$ cat config.mk
export PLATFORM = sky130hd
export DESIGN_NAME = atan_waveshaper_top
export DESIGN_NICKNAME = d
export VERILOG_FILES = /design/src/rtl/atws_pkg.sv /design/src/rtl/atws_datapath.sv /design/src/rtl/atws_ctrl.sv /design/src/rtl/atan_waveshaper_top.sv
export SDC_FILE = /design/constraint.sdc
export NUM_CORES = 2
export LEC_CHECK = 0
export BUFFER_PORTS_ARGS = -buffer_cell sky130_fd_sc_hd__buf_2
export CORE_MARGIN = 4
export CORE_UTILIZATION = 50
export DETAILED_ROUTE_END_ITERATION = 7
export PLACE_DENSITY = 0.68
export SYNTH_ARGS = -nofsm -noshare
export SYNTH_HDL_FRONTEND = slang
export SYNTH_SLANG_ARGS = --single-unit
$ cat constraint.sdc
create_clock -name clk -period 11.49 [get_ports clk]
set_input_delay 1.149 -clock clk [delete_from_list [all_inputs] [get_ports clk]]
set_output_delay 1.149 -clock clk [all_outputs]
set_load 0.005 [all_outputs]
$ cat src/rtl/atws_pkg.sv
// atws_pkg: shared types, constants and micro-op codes of the arctangent waveshaper
`timescale 1ns / 1ps
package atws_pkg;

	localparam int SAMPLE_BITS = 24;
	localparam int CFG_IDX_W = 3;
	localparam int CFG_DATA_W = 16;

	// register indexes of the configuration port
	localparam logic [CFG_IDX_W-1:0] REG_COEF_POS = 3'd0;
	localparam logic [CFG_IDX_W-1:0] REG_COEF_NEG = 3'd1;
	localparam logic [CFG_IDX_W-1:0] REG_STAGES = 3'd2;
	localparam logic [CFG_IDX_W-1:0] REG_INV_MASK = 3'd3;
	localparam logic [CFG_IDX_W-1:0] REG_GAIN = 3'd4;

	// Q.20 internal arithmetic constants
	localparam logic [20:0] K_PI4 = 21'd823550;
	localparam logic [17:0] K_A = 18'd256587;
	localparam logic [16:0] K_B = 17'd69521;
	localparam logic [20:0] K_ONE = 21'd1048576;

	// divider: 26 quotient bits, clamped to 2^23 when the stage value is formed
	localparam int QUOT_W = 26;

	typedef struct packed {
		logic signed [SAMPLE_BITS-1:0] sample_in;
		logic block_end;
	} sample_t;

	typedef struct packed {
		logic signed [SAMPLE_BITS-1:0] sample_out;
		logic block_end_out;
	} result_t;

	typedef enum logic [4:0] {
		OP_NONE,
		OP_LOAD,
		OP_CX,
		OP_CQ,
		OP_F1,
		OP_F2,
		OP_F3,
		OP_F4,
		OP_F5,
		OP_F6,
		OP_F7D,
		OP_F7N,
		OP_DINIT,
		OP_DSTEP,
		OP_SEND,
		OP_GAIN,
		OP_OUT
	} op_t;

	typedef struct packed {
		op_t op;
		logic neg;
	} cmd_t;

endpackage

$ cat src/rtl/atws_datapath.sv
// atws_datapath: shared multiplier, bit-serial divider and working registers
`timescale 1ns / 1ps
module atws_datapath (
	input logic clk,
	input atws_pkg::cmd_t cmd,
	input atws_pkg::sample_t sample_data,
	input logic [15:0] pos_coef,
	input logic [15:0] neg_coef,
	input logic [15:0] gain,
	output atws_pkg::result_t result_data
);

	localparam int SB = atws_pkg::SAMPLE_BITS;
	localparam int SHR = (SB > 24) ? SB - 24 : 0;
	localparam int SHL = (SB < 24) ? 24 - SB : 0;
	localparam int M_W = 30;
	localparam int P_W = 60;
	localparam int V_W = 29;
	localparam int T1_W = 30;
	localparam int Q_W = 26;
	localparam int R_W = 38;
	localparam int FA_W = 42;
	localparam int REM_W = FA_W + 20;
	localparam int DSH_W = FA_W + 25;
	localparam int QW = atws_pkg::QUOT_W;
	localparam logic signed [47:0] SMAX = (48'sd1 <<< (SB - 1)) - 48'sd1;
	localparam logic signed [47:0] SMIN = -(48'sd1 <<< (SB - 1));

	logic signed [23:0] x_q;
	logic be_q;
	logic signed [V_W-1:0] v_q, u_q;
	logic signed [P_W-1:0] prod_q;
	logic signed [T1_W-1:0] t1_q;
	logic signed [Q_W-1:0] q_q;
	logic signed [R_W-1:0] r_q;
	logic signed [63:0] acc_q;
	logic signed [FA_W-1:0] den_q, num_q;
	logic [REM_W-1:0] rem_q;
	logic [DSH_W-1:0] dsh_q;
	logic [QW-1:0] quot_q;
	atws_pkg::result_t result_q;

	logic [15:0] coef;
	logic [V_W-1:0] v_abs;
	logic signed [M_W-1:0] mul_a, mul_b;
	logic signed [39:0] s_ext, s_conv;
	logic signed [23:0] x_load;
	logic signed [63:0] fa_full;
	logic [FA_W-1:0] num_abs, den_abs;
	logic div_ge;
	logic [QW-1:0] mq;
	logic signed [25:0] y_raw, y_neg;
	logic signed [23:0] y_sat;
	logic signed [47:0] z_ext, z_conv;
	logic signed [SB-1:0] z_sat;

	assign coef = x_q[23] ? neg_coef : pos_coef;
	assign v_abs = v_q[V_W-1] ? V_W'(-v_q) : V_W'(v_q);

	always_comb begin
		mul_a = '0;
		mul_b = '0;
		case (cmd.op)
			atws_pkg::OP_CX: begin
				mul_a = M_W'($signed({1'b0, coef}));
				mul_b = M_W'(x_q);
			end
			atws_pkg::OP_F1: begin
				mul_a = M_W'($signed({1'b0, atws_pkg::K_PI4}));
				mul_b = M_W'(v_q);
			end
			atws_pkg::OP_F2: begin
				mul_a = M_W'($signed({1'b0, atws_pkg::K_B}));
				mul_b = M_W'($signed({1'b0, v_abs}));
			end
			atws_pkg::OP_F3: begin
				mul_a = M_W'(v_q);
				mul_b = M_W'($signed({1'b0, v_abs})) - M_W'($signed({1'b0, atws_pkg::K_ONE}));
			end
			atws_pkg::OP_F5: begin
				mul_a = M_W'(r_q >>> 18);
				mul_b = M_W'(q_q);
			end
			atws_pkg::OP_F6: begin
				mul_a = M_W'($signed({1'b0, r_q[17:0]}));
				mul_b = M_W'(q_q);
			end
			atws_pkg::OP_GAIN: begin
				mul_a = M_W'(x_q);
				mul_b = M_W'($signed({1'b0, gain}));
			end
			default: begin
			end
		endcase
	end

	// sample format to Q.20, floor on dropped bits, then clamp to the inner range
	always_comb begin
		s_ext = 40'(sample_data.sample_in);
		s_conv = (s_ext <<< SHL) >>> SHR;
		if (s_conv > 40'sd8388607)
			x_load = 24'sh7FFFFF;
		else if (s_conv < -40'sd8388608)
			x_load = 24'sh800000;
		else
			x_load = s_conv[23:0];
	end

	assign fa_full = 64'(t1_q) - ((acc_q + 64'(prod_q)) >>> 20);
	assign num_abs = num_q[FA_W-1] ? FA_W'(-num_q) : FA_W'(num_q);
	assign den_abs = den_q[FA_W-1] ? FA_W'(-den_q) : FA_W'(den_q);
	assign div_ge = {{(DSH_W-REM_W){1'b0}}, rem_q} >= dsh_q;

	// stage value from quotient, with zero denominator saturating by sign
	always_comb begin
		mq = (quot_q > QW'(24'd8388608)) ? QW'(24'd8388608) : quot_q;
		if (den_q == '0) begin
			if (num_q > 0)
				y_raw = 26'sd8388607;
			else if (num_q < 0)
				y_raw = -26'sd8388608;
			else
				y_raw = '0;
		end else if (num_q[FA_W-1] ^ den_q[FA_W-1]) begin
			y_raw = -$signed(mq);
		end else begin
			y_raw = $signed(mq);
		end
		y_neg = cmd.neg ? -y_raw : y_raw;
		if (y_neg > 26'sd8388607)
			y_sat = 24'sh7FFFFF;
		else if (y_neg < -26'sd8388608)
			y_sat = 24'sh800000;
		else
			y_sat = y_neg[23:0];
	end

	// gain result back to the sample format, saturated
	always_comb begin
		z_ext = 48'(prod_q >>> 12);
		z_conv = (z_ext <<< SHR) >>> SHL;
		if (z_conv > SMAX)
			z_sat = SB'(SMAX);
		else if (z_conv < SMIN)
			z_sat = SB'(SMIN);
		else
			z_sat = z_conv[SB-1:0];
	end

	always_ff @(posedge clk) begin
		prod_q <= P_W'(mul_a * mul_b);
		case (cmd.op)
			atws_pkg::OP_LOAD: begin
				x_q <= x_load;
				be_q <= sample_data.block_end;
			end
			atws_pkg::OP_CQ: begin
				v_q <= V_W'($signed({1'b0, coef, 8'b0}));
				u_q <= V_W'(prod_q >>> 12);
			end
			atws_pkg::OP_F2: t1_q <= T1_W'(prod_q >>> 20);
			atws_pkg::OP_F3: q_q <= Q_W'(prod_q >>> 20) + Q_W'(atws_pkg::K_A);
			atws_pkg::OP_F4: r_q <= R_W'(prod_q >>> 20);
			atws_pkg::OP_F6: acc_q <= 64'(prod_q) <<< 18;
			atws_pkg::OP_F7D: begin
				den_q <= FA_W'(fa_full);
				v_q <= u_q;
			end
			atws_pkg::OP_F7N: num_q <= FA_W'(fa_full);
			atws_pkg::OP_DINIT: begin
				rem_q <= {num_abs, 20'b0};
				dsh_q <= {den_abs, 25'b0};
				quot_q <= '0;
			end
			atws_pkg::OP_DSTEP: begin
				if (div_ge)
					rem_q <= rem_q - dsh_q[REM_W-1:0];
				quot_q <= {quot_q[QW-2:0], div_ge};
				dsh_q <= dsh_q >> 1;
			end
			atws_pkg::OP_SEND: x_q <= y_sat;
			atws_pkg::OP_OUT: begin
				result_q.sample_out <= z_sat;
				result_q.block_end_out <= be_q;
			end
			default: begin
			end
		endcase
	end

	assign result_data = result_q;

endmodule

$ cat src/rtl/atws_ctrl.sv
// atws_ctrl: sequencer that steps the datapath through stages, divide and gain
`timescale 1ns / 1ps
module atws_ctrl #(
	parameter int STG_W = 4
) (
	input logic clk,
	input logic arst_n,
	input logic sample_valid,
	output logic sample_stall,
	output logic result_valid,
	input logic result_stall,
	input logic [STG_W-1:0] stage_lim,
	input logic [2:0] inv_mask,
	output atws_pkg::cmd_t cmd
);

	typedef enum logic [3:0] {
		ST_IDLE,
		ST_CX,
		ST_CQ,
		ST_F1,
		ST_F2,
		ST_F3,
		ST_F4,
		ST_F5,
		ST_F6,
		ST_F7,
		ST_DINIT,
		ST_DSTEP,
		ST_SEND,
		ST_GAIN,
		ST_OUT
	} state_t;

	state_t state_q;
	logic pass_q;
	logic [STG_W-1:0] stage_q;
	logic [4:0] div_cnt_q;
	logic out_valid_q;
	logic slot_free;
	logic [STG_W+2:0] stage_ext;

	assign sample_stall = (state_q != ST_IDLE);
	assign result_valid = out_valid_q;
	assign slot_free = !out_valid_q || !result_stall;
	assign stage_ext = {3'b000, stage_q};

	always_comb begin
		cmd.neg = |(inv_mask & stage_ext[2:0]);
		case (state_q)
			ST_IDLE: cmd.op = sample_valid ? atws_pkg::OP_LOAD : atws_pkg::OP_NONE;
			ST_CX: cmd.op = atws_pkg::OP_CX;
			ST_CQ: cmd.op = atws_pkg::OP_CQ;
			ST_F1: cmd.op = atws_pkg::OP_F1;
			ST_F2: cmd.op = atws_pkg::OP_F2;
			ST_F3: cmd.op = atws_pkg::OP_F3;
			ST_F4: cmd.op = atws_pkg::OP_F4;
			ST_F5: cmd.op = atws_pkg::OP_F5;
			ST_F6: cmd.op = atws_pkg::OP_F6;
			ST_F7: cmd.op = pass_q ? atws_pkg::OP_F7N : atws_pkg::OP_F7D;
			ST_DINIT: cmd.op = atws_pkg::OP_DINIT;
			ST_DSTEP: cmd.op = atws_pkg::OP_DSTEP;
			ST_SEND: cmd.op = atws_pkg::OP_SEND;
			ST_GAIN: cmd.op = atws_pkg::OP_GAIN;
			// keep the gain product live while the output register is held
			ST_OUT: cmd.op = slot_free ? atws_pkg::OP_OUT : atws_pkg::OP_GAIN;
			default: cmd.op = atws_pkg::OP_NONE;
		endcase
	end

	always_ff @(posedge clk or negedge arst_n) begin
		if (!arst_n) begin
			state_q <= ST_IDLE;
			pass_q <= 1'b0;
			stage_q <= '0;
			div_cnt_q <= '0;
			out_valid_q <= 1'b0;
		end else begin
			// output register fills when leaving the output state, empties on transfer
			if (state_q == ST_OUT && slot_free)
				out_valid_q <= 1'b1;
			else if (!result_stall)
				out_valid_q <= 1'b0;
			case (state_q)
				ST_IDLE: begin
					if (sample_valid) begin
						stage_q <= '0;
						pass_q <= 1'b0;
						state_q <= (stage_lim == '0) ? ST_GAIN : ST_CX;
					end
				end
				ST_CX: state_q <= ST_CQ;
				ST_CQ: state_q <= ST_F1;
				ST_F1: state_q <= ST_F2;
				ST_F2: state_q <= ST_F3;
				ST_F3: state_q <= ST_F4;
				ST_F4: state_q <= ST_F5;
				ST_F5: state_q <= ST_F6;
				ST_F6: state_q <= ST_F7;
				ST_F7: begin
					// first pass gives the denominator, second the numerator
					pass_q <= !pass_q;
					state_q <= pass_q ? ST_DINIT : ST_F1;
				end
				ST_DINIT: begin
					div_cnt_q <= '0;
					state_q <= ST_DSTEP;
				end
				ST_DSTEP: begin
					if (div_cnt_q == 5'(atws_pkg::QUOT_W - 1)) begin
						div_cnt_q <= '0;
						state_q <= ST_SEND;
					end else begin
						div_cnt_q <= div_cnt_q + 5'd1;
					end
				end
				ST_SEND: begin
					stage_q <= stage_q + 1'b1;
					state_q <= (stage_q + 1'b1 == stage_lim) ? ST_GAIN : ST_CX;
				end
				ST_GAIN: state_q <= ST_OUT;
				ST_OUT: begin
					if (slot_free)
						state_q <= ST_IDLE;
				end
				default: state_q <= ST_IDLE;
			endcase
		end
	end

`ifndef ASSERT_OFF
	a_div_cnt_idle: assert property (@(posedge clk) disable iff (!arst_n)
		(state_q != ST_DSTEP) |-> (div_cnt_q == '0))
		else $error("divider count active outside divide steps");
	a_valid_from_out: assert property (@(posedge clk) disable iff (!arst_n)
		$rose(out_valid_q) |-> $past(state_q == ST_OUT))
		else $error("result valid raised outside output state");
	a_busy_after_xfer: assert property (@(posedge clk) disable iff (!arst_n)
		(sample_valid && !sample_stall) |=> (state_q != ST_IDLE))
		else $error("sequencer idle right after sample transfer");
`endif

endmodule

$ cat src/rtl/atan_waveshaper_top.sv
// atan_waveshaper_top: configuration registers and the sequencer/datapath pair
`timescale 1ns / 1ps
// Arctangent waveshaper: one sample in, one shaped sample out. Each sample
// runs through min(stage_count, MAX_STAGES) shaping stages, then the output
// gain with saturation. Every stage runs two arctangent evaluations on the
// shared 30x30 multiplier, then the one-bit-per-cycle divider. A new sample
// is taken as soon as the previous one has reached the output register.
module atan_waveshaper_top #(
	parameter int MAX_STAGES = 8
) (
	input logic clk,
	input logic arst_n,
	input logic sample_valid,
	output logic sample_stall,
	input atws_pkg::sample_t sample_data,
	output logic result_valid,
	input logic result_stall,
	output atws_pkg::result_t result_data,
	input logic cfg_valid,
	output logic cfg_ready,
	input logic [atws_pkg::CFG_IDX_W-1:0] cfg_index,
	input logic [atws_pkg::CFG_DATA_W-1:0] cfg_data
);

	localparam int STG_W = $clog2(MAX_STAGES + 1);

	logic [15:0] pos_coef_q, neg_coef_q, gain_q;
	logic [3:0] stages_q;
	logic [2:0] inv_mask_q;
	logic [STG_W-1:0] stage_lim;
	atws_pkg::cmd_t cmd;

	assign cfg_ready = 1'b1;

	always_ff @(posedge clk or negedge arst_n) begin
		if (!arst_n) begin
			pos_coef_q <= 16'd4096;
			neg_coef_q <= 16'd4096;
			stages_q <= 4'd1;
			inv_mask_q <= 3'd0;
			gain_q <= 16'd4096;
		end else if (cfg_valid && cfg_ready) begin
			case (cfg_index)
				atws_pkg::REG_COEF_POS: pos_coef_q <= cfg_data;
				atws_pkg::REG_COEF_NEG: neg_coef_q <= cfg_data;
				atws_pkg::REG_STAGES: stages_q <= cfg_data[3:0];
				atws_pkg::REG_INV_MASK: inv_mask_q <= cfg_data[2:0];
				atws_pkg::REG_GAIN: gain_q <= cfg_data;
				default: begin
				end
			endcase
		end
	end

	assign stage_lim = ({1'b0, stages_q} > 5'(MAX_STAGES)) ? STG_W'(MAX_STAGES)
		: STG_W'(stages_q);

	atws_ctrl #(
		.STG_W(STG_W)
	) u_ctrl (
		.clk(clk),
		.arst_n(arst_n),
		.sample_valid(sample_valid),
		.sample_stall(sample_stall),
		.result_valid(result_valid),
		.result_stall(result_stall),
		.stage_lim(stage_lim),
		.inv_mask(inv_mask_q),
		.cmd(cmd)
	);

	atws_datapath u_datapath (
		.clk(clk),
		.cmd(cmd),
		.sample_data(sample_data),
		.pos_coef(pos_coef_q),
		.neg_coef(neg_coef_q),
		.gain(gain_q),
		.result_data(result_data)
	);

endmodule
==> results.py <==
metrics = {
    "run_status": {
        "outcome": "complete, but fails checks",
        "violations": "design-rule violations",
    },
    "detailed_routing": {
        "final_antenna_net_count": 0,
        "routed_wl_um": 185000,
        "routed_via_density": 5.61,
        "vias": 48800,
        "firstDrtPassIters": 8,
        "wire_per_inst_um": 21.3,
        "drtIter0Drc": 4161,
        "drcViolationCount": 3,
    },
    "layout": {
        "area_growth_pct": 8.50,
        "final_cells": 8689,
        "final_common_cell": "inv_1",
        "layout.nets": 8194,
        "nFillCells": 11600,
        "drive_gt1_share_pct": 7.69,
        "layout_common_cells": "inv_1 (1,193), nand2_1 (1,069), fa_1 (940)",
    },
    "worst_setup_path": {
        "reg2regPathDepth": 35,
        "critPathKind": "flop to flop",
        "cp-startpoint": "u_datapath.v_q[9]",
        "cp.required_ns": 12.09,
        "endpoint_kind": "flop",
        "worstReg2RegStart": "u_datapath.v_q[9]",
        "cp_max_fo": 13,
        "r2r_setup_slack_ns": 0.55,
        "crit_slowest_cell": "or4_1",
        "cp_data_arrival_time_ns": 11.54,
        "r2r-end": "u_datapath.prod_q[58]",
        "crit_path_start_kind": "flop",
        "crit_top_cell": "fa_1",
        "max_stage_delay_ns": 0.62,
    },
    "worst_hold_path": {
        "worstHoldPathCells": 0,
        "min_to": "u_datapath.acc_q[25]",
        "hold_path_class": "flop to flop",
        "worstHoldStart": "u_datapath.prod_q[7]",
    },
    "synthesis": {
        "synthArstFlopShare_pct": 11.4,
        "ys_ff_latch": 615,
        "synth_area_per_cell_um2": 9.64,
        "ys_seq_area_share_pct": 26.5,
        "ys.flop_type": "edfxtp_1",
        "synth-edff-count": 485,
        "synth_area_um2": 66000,
        "syn_nets": 8166,
        "yosysUniqueCellTypes": 100,
        "synthCells": 6849,
        "ys_warn_count": 0,
    },
    "cts": {
        "htreeDepth": 2,
        "clockBufferDepth": 3,
        "clkLatencyLatePin_ns": 0.71,
        "cts_tree": "built",
        "clockRootBuffer": "clkbuf_16",
        "cts_buffers": 60,
        "clk_pin_slew_ns": 0.07,
        "postCtsSetupRepairBufs": 0,
        "clock_sinks": 615,
    },
    "sta": {
        "period_needed_ns": 10.94,
        "hold-worst-slack_ns": 0.404,
        "hold_viol": 0,
        "max_slew_margin_pct": 17.1,
        "fmax_ghz": 0.0914,
        "tightestPinTransition_ns": 1.24,
        "maxSlewViolCount": 0,
        "tns_ns": 0,
        "setup_violations": 0,
        "skew_ns": 0.0707,
        "finalCritPeriodShare_pct": 95.2,
        "rsz0062_at_grt": "no",
    },
    "job": {
        "cap_viol_max_count": 0,
    },
    "global_routing": {
        "grt_pass1_wl_um": 293000,
        "grt_pass1_vias": 50900,
        "track_usage_pct": 27.3,
        "grt_max_degree": 85,
        "grt-ovfl-total": 0,
        "antenna_found_initial": 6,
    },
    "floorplanning": {
        "die_area_um2": 138000,
        "core-area_um2": 131000,
        "die_x_um": 371,
        "rows": 133,
        "start_util_pct": 50.3,
        "die_y_um": 371,
        "io_pins": 77,
    },
    "placement": {
        "numPlacedInstances": 8570,
        "dp_hpwl_um": 145000,
        "routabilityCongestion": 0.993,
        "portBuffers": 75,
    },
}
## cells by family after synthesis
kind of cell / share of synthesized area, %
AND/OR/NAND/NOR: 14.0
buffers and inverters: 8.53
AO/OA/AOI/OAI: 10.2
adder cells (fa/ha/maj): 34.7
multiplexers: 1.43
XOR/XNOR: 4.58
flip-flops: 26.5
other: 0.00568
## worst max-delay path: cells and delay by family (launching register included)
family | cells | cell delay, ns
compound gates | 6 | 1.17
buf+inv | 7 | 0.75
fa+ha+maj | 10 | 4.80
flops | 1 | 0.46
xor+xnor | 3 | 0.64
simple gates | 9 | 3.02
## cell usage after synthesis (34+ instances only)
library cell     n  area (um^2)
a21oi_1        262         1310
ha_1           328         4100
dfxtp_1         60         1200
mux2_2          64          721
a31oi_1         35          219
nor2_1         291         1090
o31ai_1         45          338
nor2b_1         67          419
clkbuf_1       253          950
nand2_1       1069         4010
nand3_1         85          425
o21a_1          34          255
o21ai_0        236         1180
xnor2_1        199         1740
fa_1           940        18800
nand2b_1        52          325
xor2_1         146         1280
inv_1         1196         4490
dfrtp_1         66         1650
nand4_1         34          213
and2_1         157          982
and3_1          36          225
a21o_1         114          856
nor3_1          59          295
edfxtp_1       485        14600
## final cells by class
class	instances	area, um^2	area share (%)
well taps	1755	2200	3.07
diodes	5	12.5	0.0175
multi-input cells	4742	43100	60.2
repair buffers	261	2150	3.00
clock buffers	74	1660	2.31
clock inverters	40	488	0.681
flip-flops and latches	615	17500	24.5
inverters	1197	4490	6.28
## metrics by stage
| step | instance area [um^2] | setup slack [ns] | util [%] |
|---|---|---|---|
| finish | 71600 | 0.550 | 54.5 |
| global route | 71600 | 0.0427 | 54.5 |
| CTS | 71600 | 0.0732 | 54.5 |
| detailed placement | 69400 | 0.147 | 52.9 |
| global placement | 69400 | 0.261 | 52.9 |
| floorplan | 66000 | 0.548 | - |
## state kept, by name (all words and copies together), names as in the netlist, 24 cells and up
name and cells:
u_datapath.dsh_q 67, u_datapath.rem_q 62, u_datapath.prod_q 60, u_datapath.acc_q 44, u_datapath.den_q 42, u_datapath.num_q 42
u_datapath.r_q 38, u_datapath.t1_q 30, u_datapath.u_q 29, u_datapath.v_q 29, u_datapath.q_q 26, u_datapath.quot_q 26
u_datapath.result_data 25, u_datapath.x_q 24
## worst max path at each step
stage | end | depth (start not counted)
CTS | u_datapath.prod_q[58] | 35
global route | u_datapath.prod_q[54] | 34
global placement | u_datapath.prod_q[58] | 35
detailed placement | u_datapath.prod_q[58] | 33
finish | u_datapath.prod_q[58] | 35
floorplan | u_datapath.prod_q[54] | 34
## per-layer routing
layer  global-route usage [%]  wire (um)
met5                        0          0
met4                     10.5       7990
met3                     3.72      13300
met2                     44.9      86800
met1                     37.1      76900
## what timing repair did
action                     4_1_cts  5_1_grt
hold buffers                     0        0
gates resized for setup          0        7
setup endpoints to repair        0       12
Power is left out: the tool's default activity adds up to more than one toggle a clock period on the data nets, which glitch-free logic cannot reach.
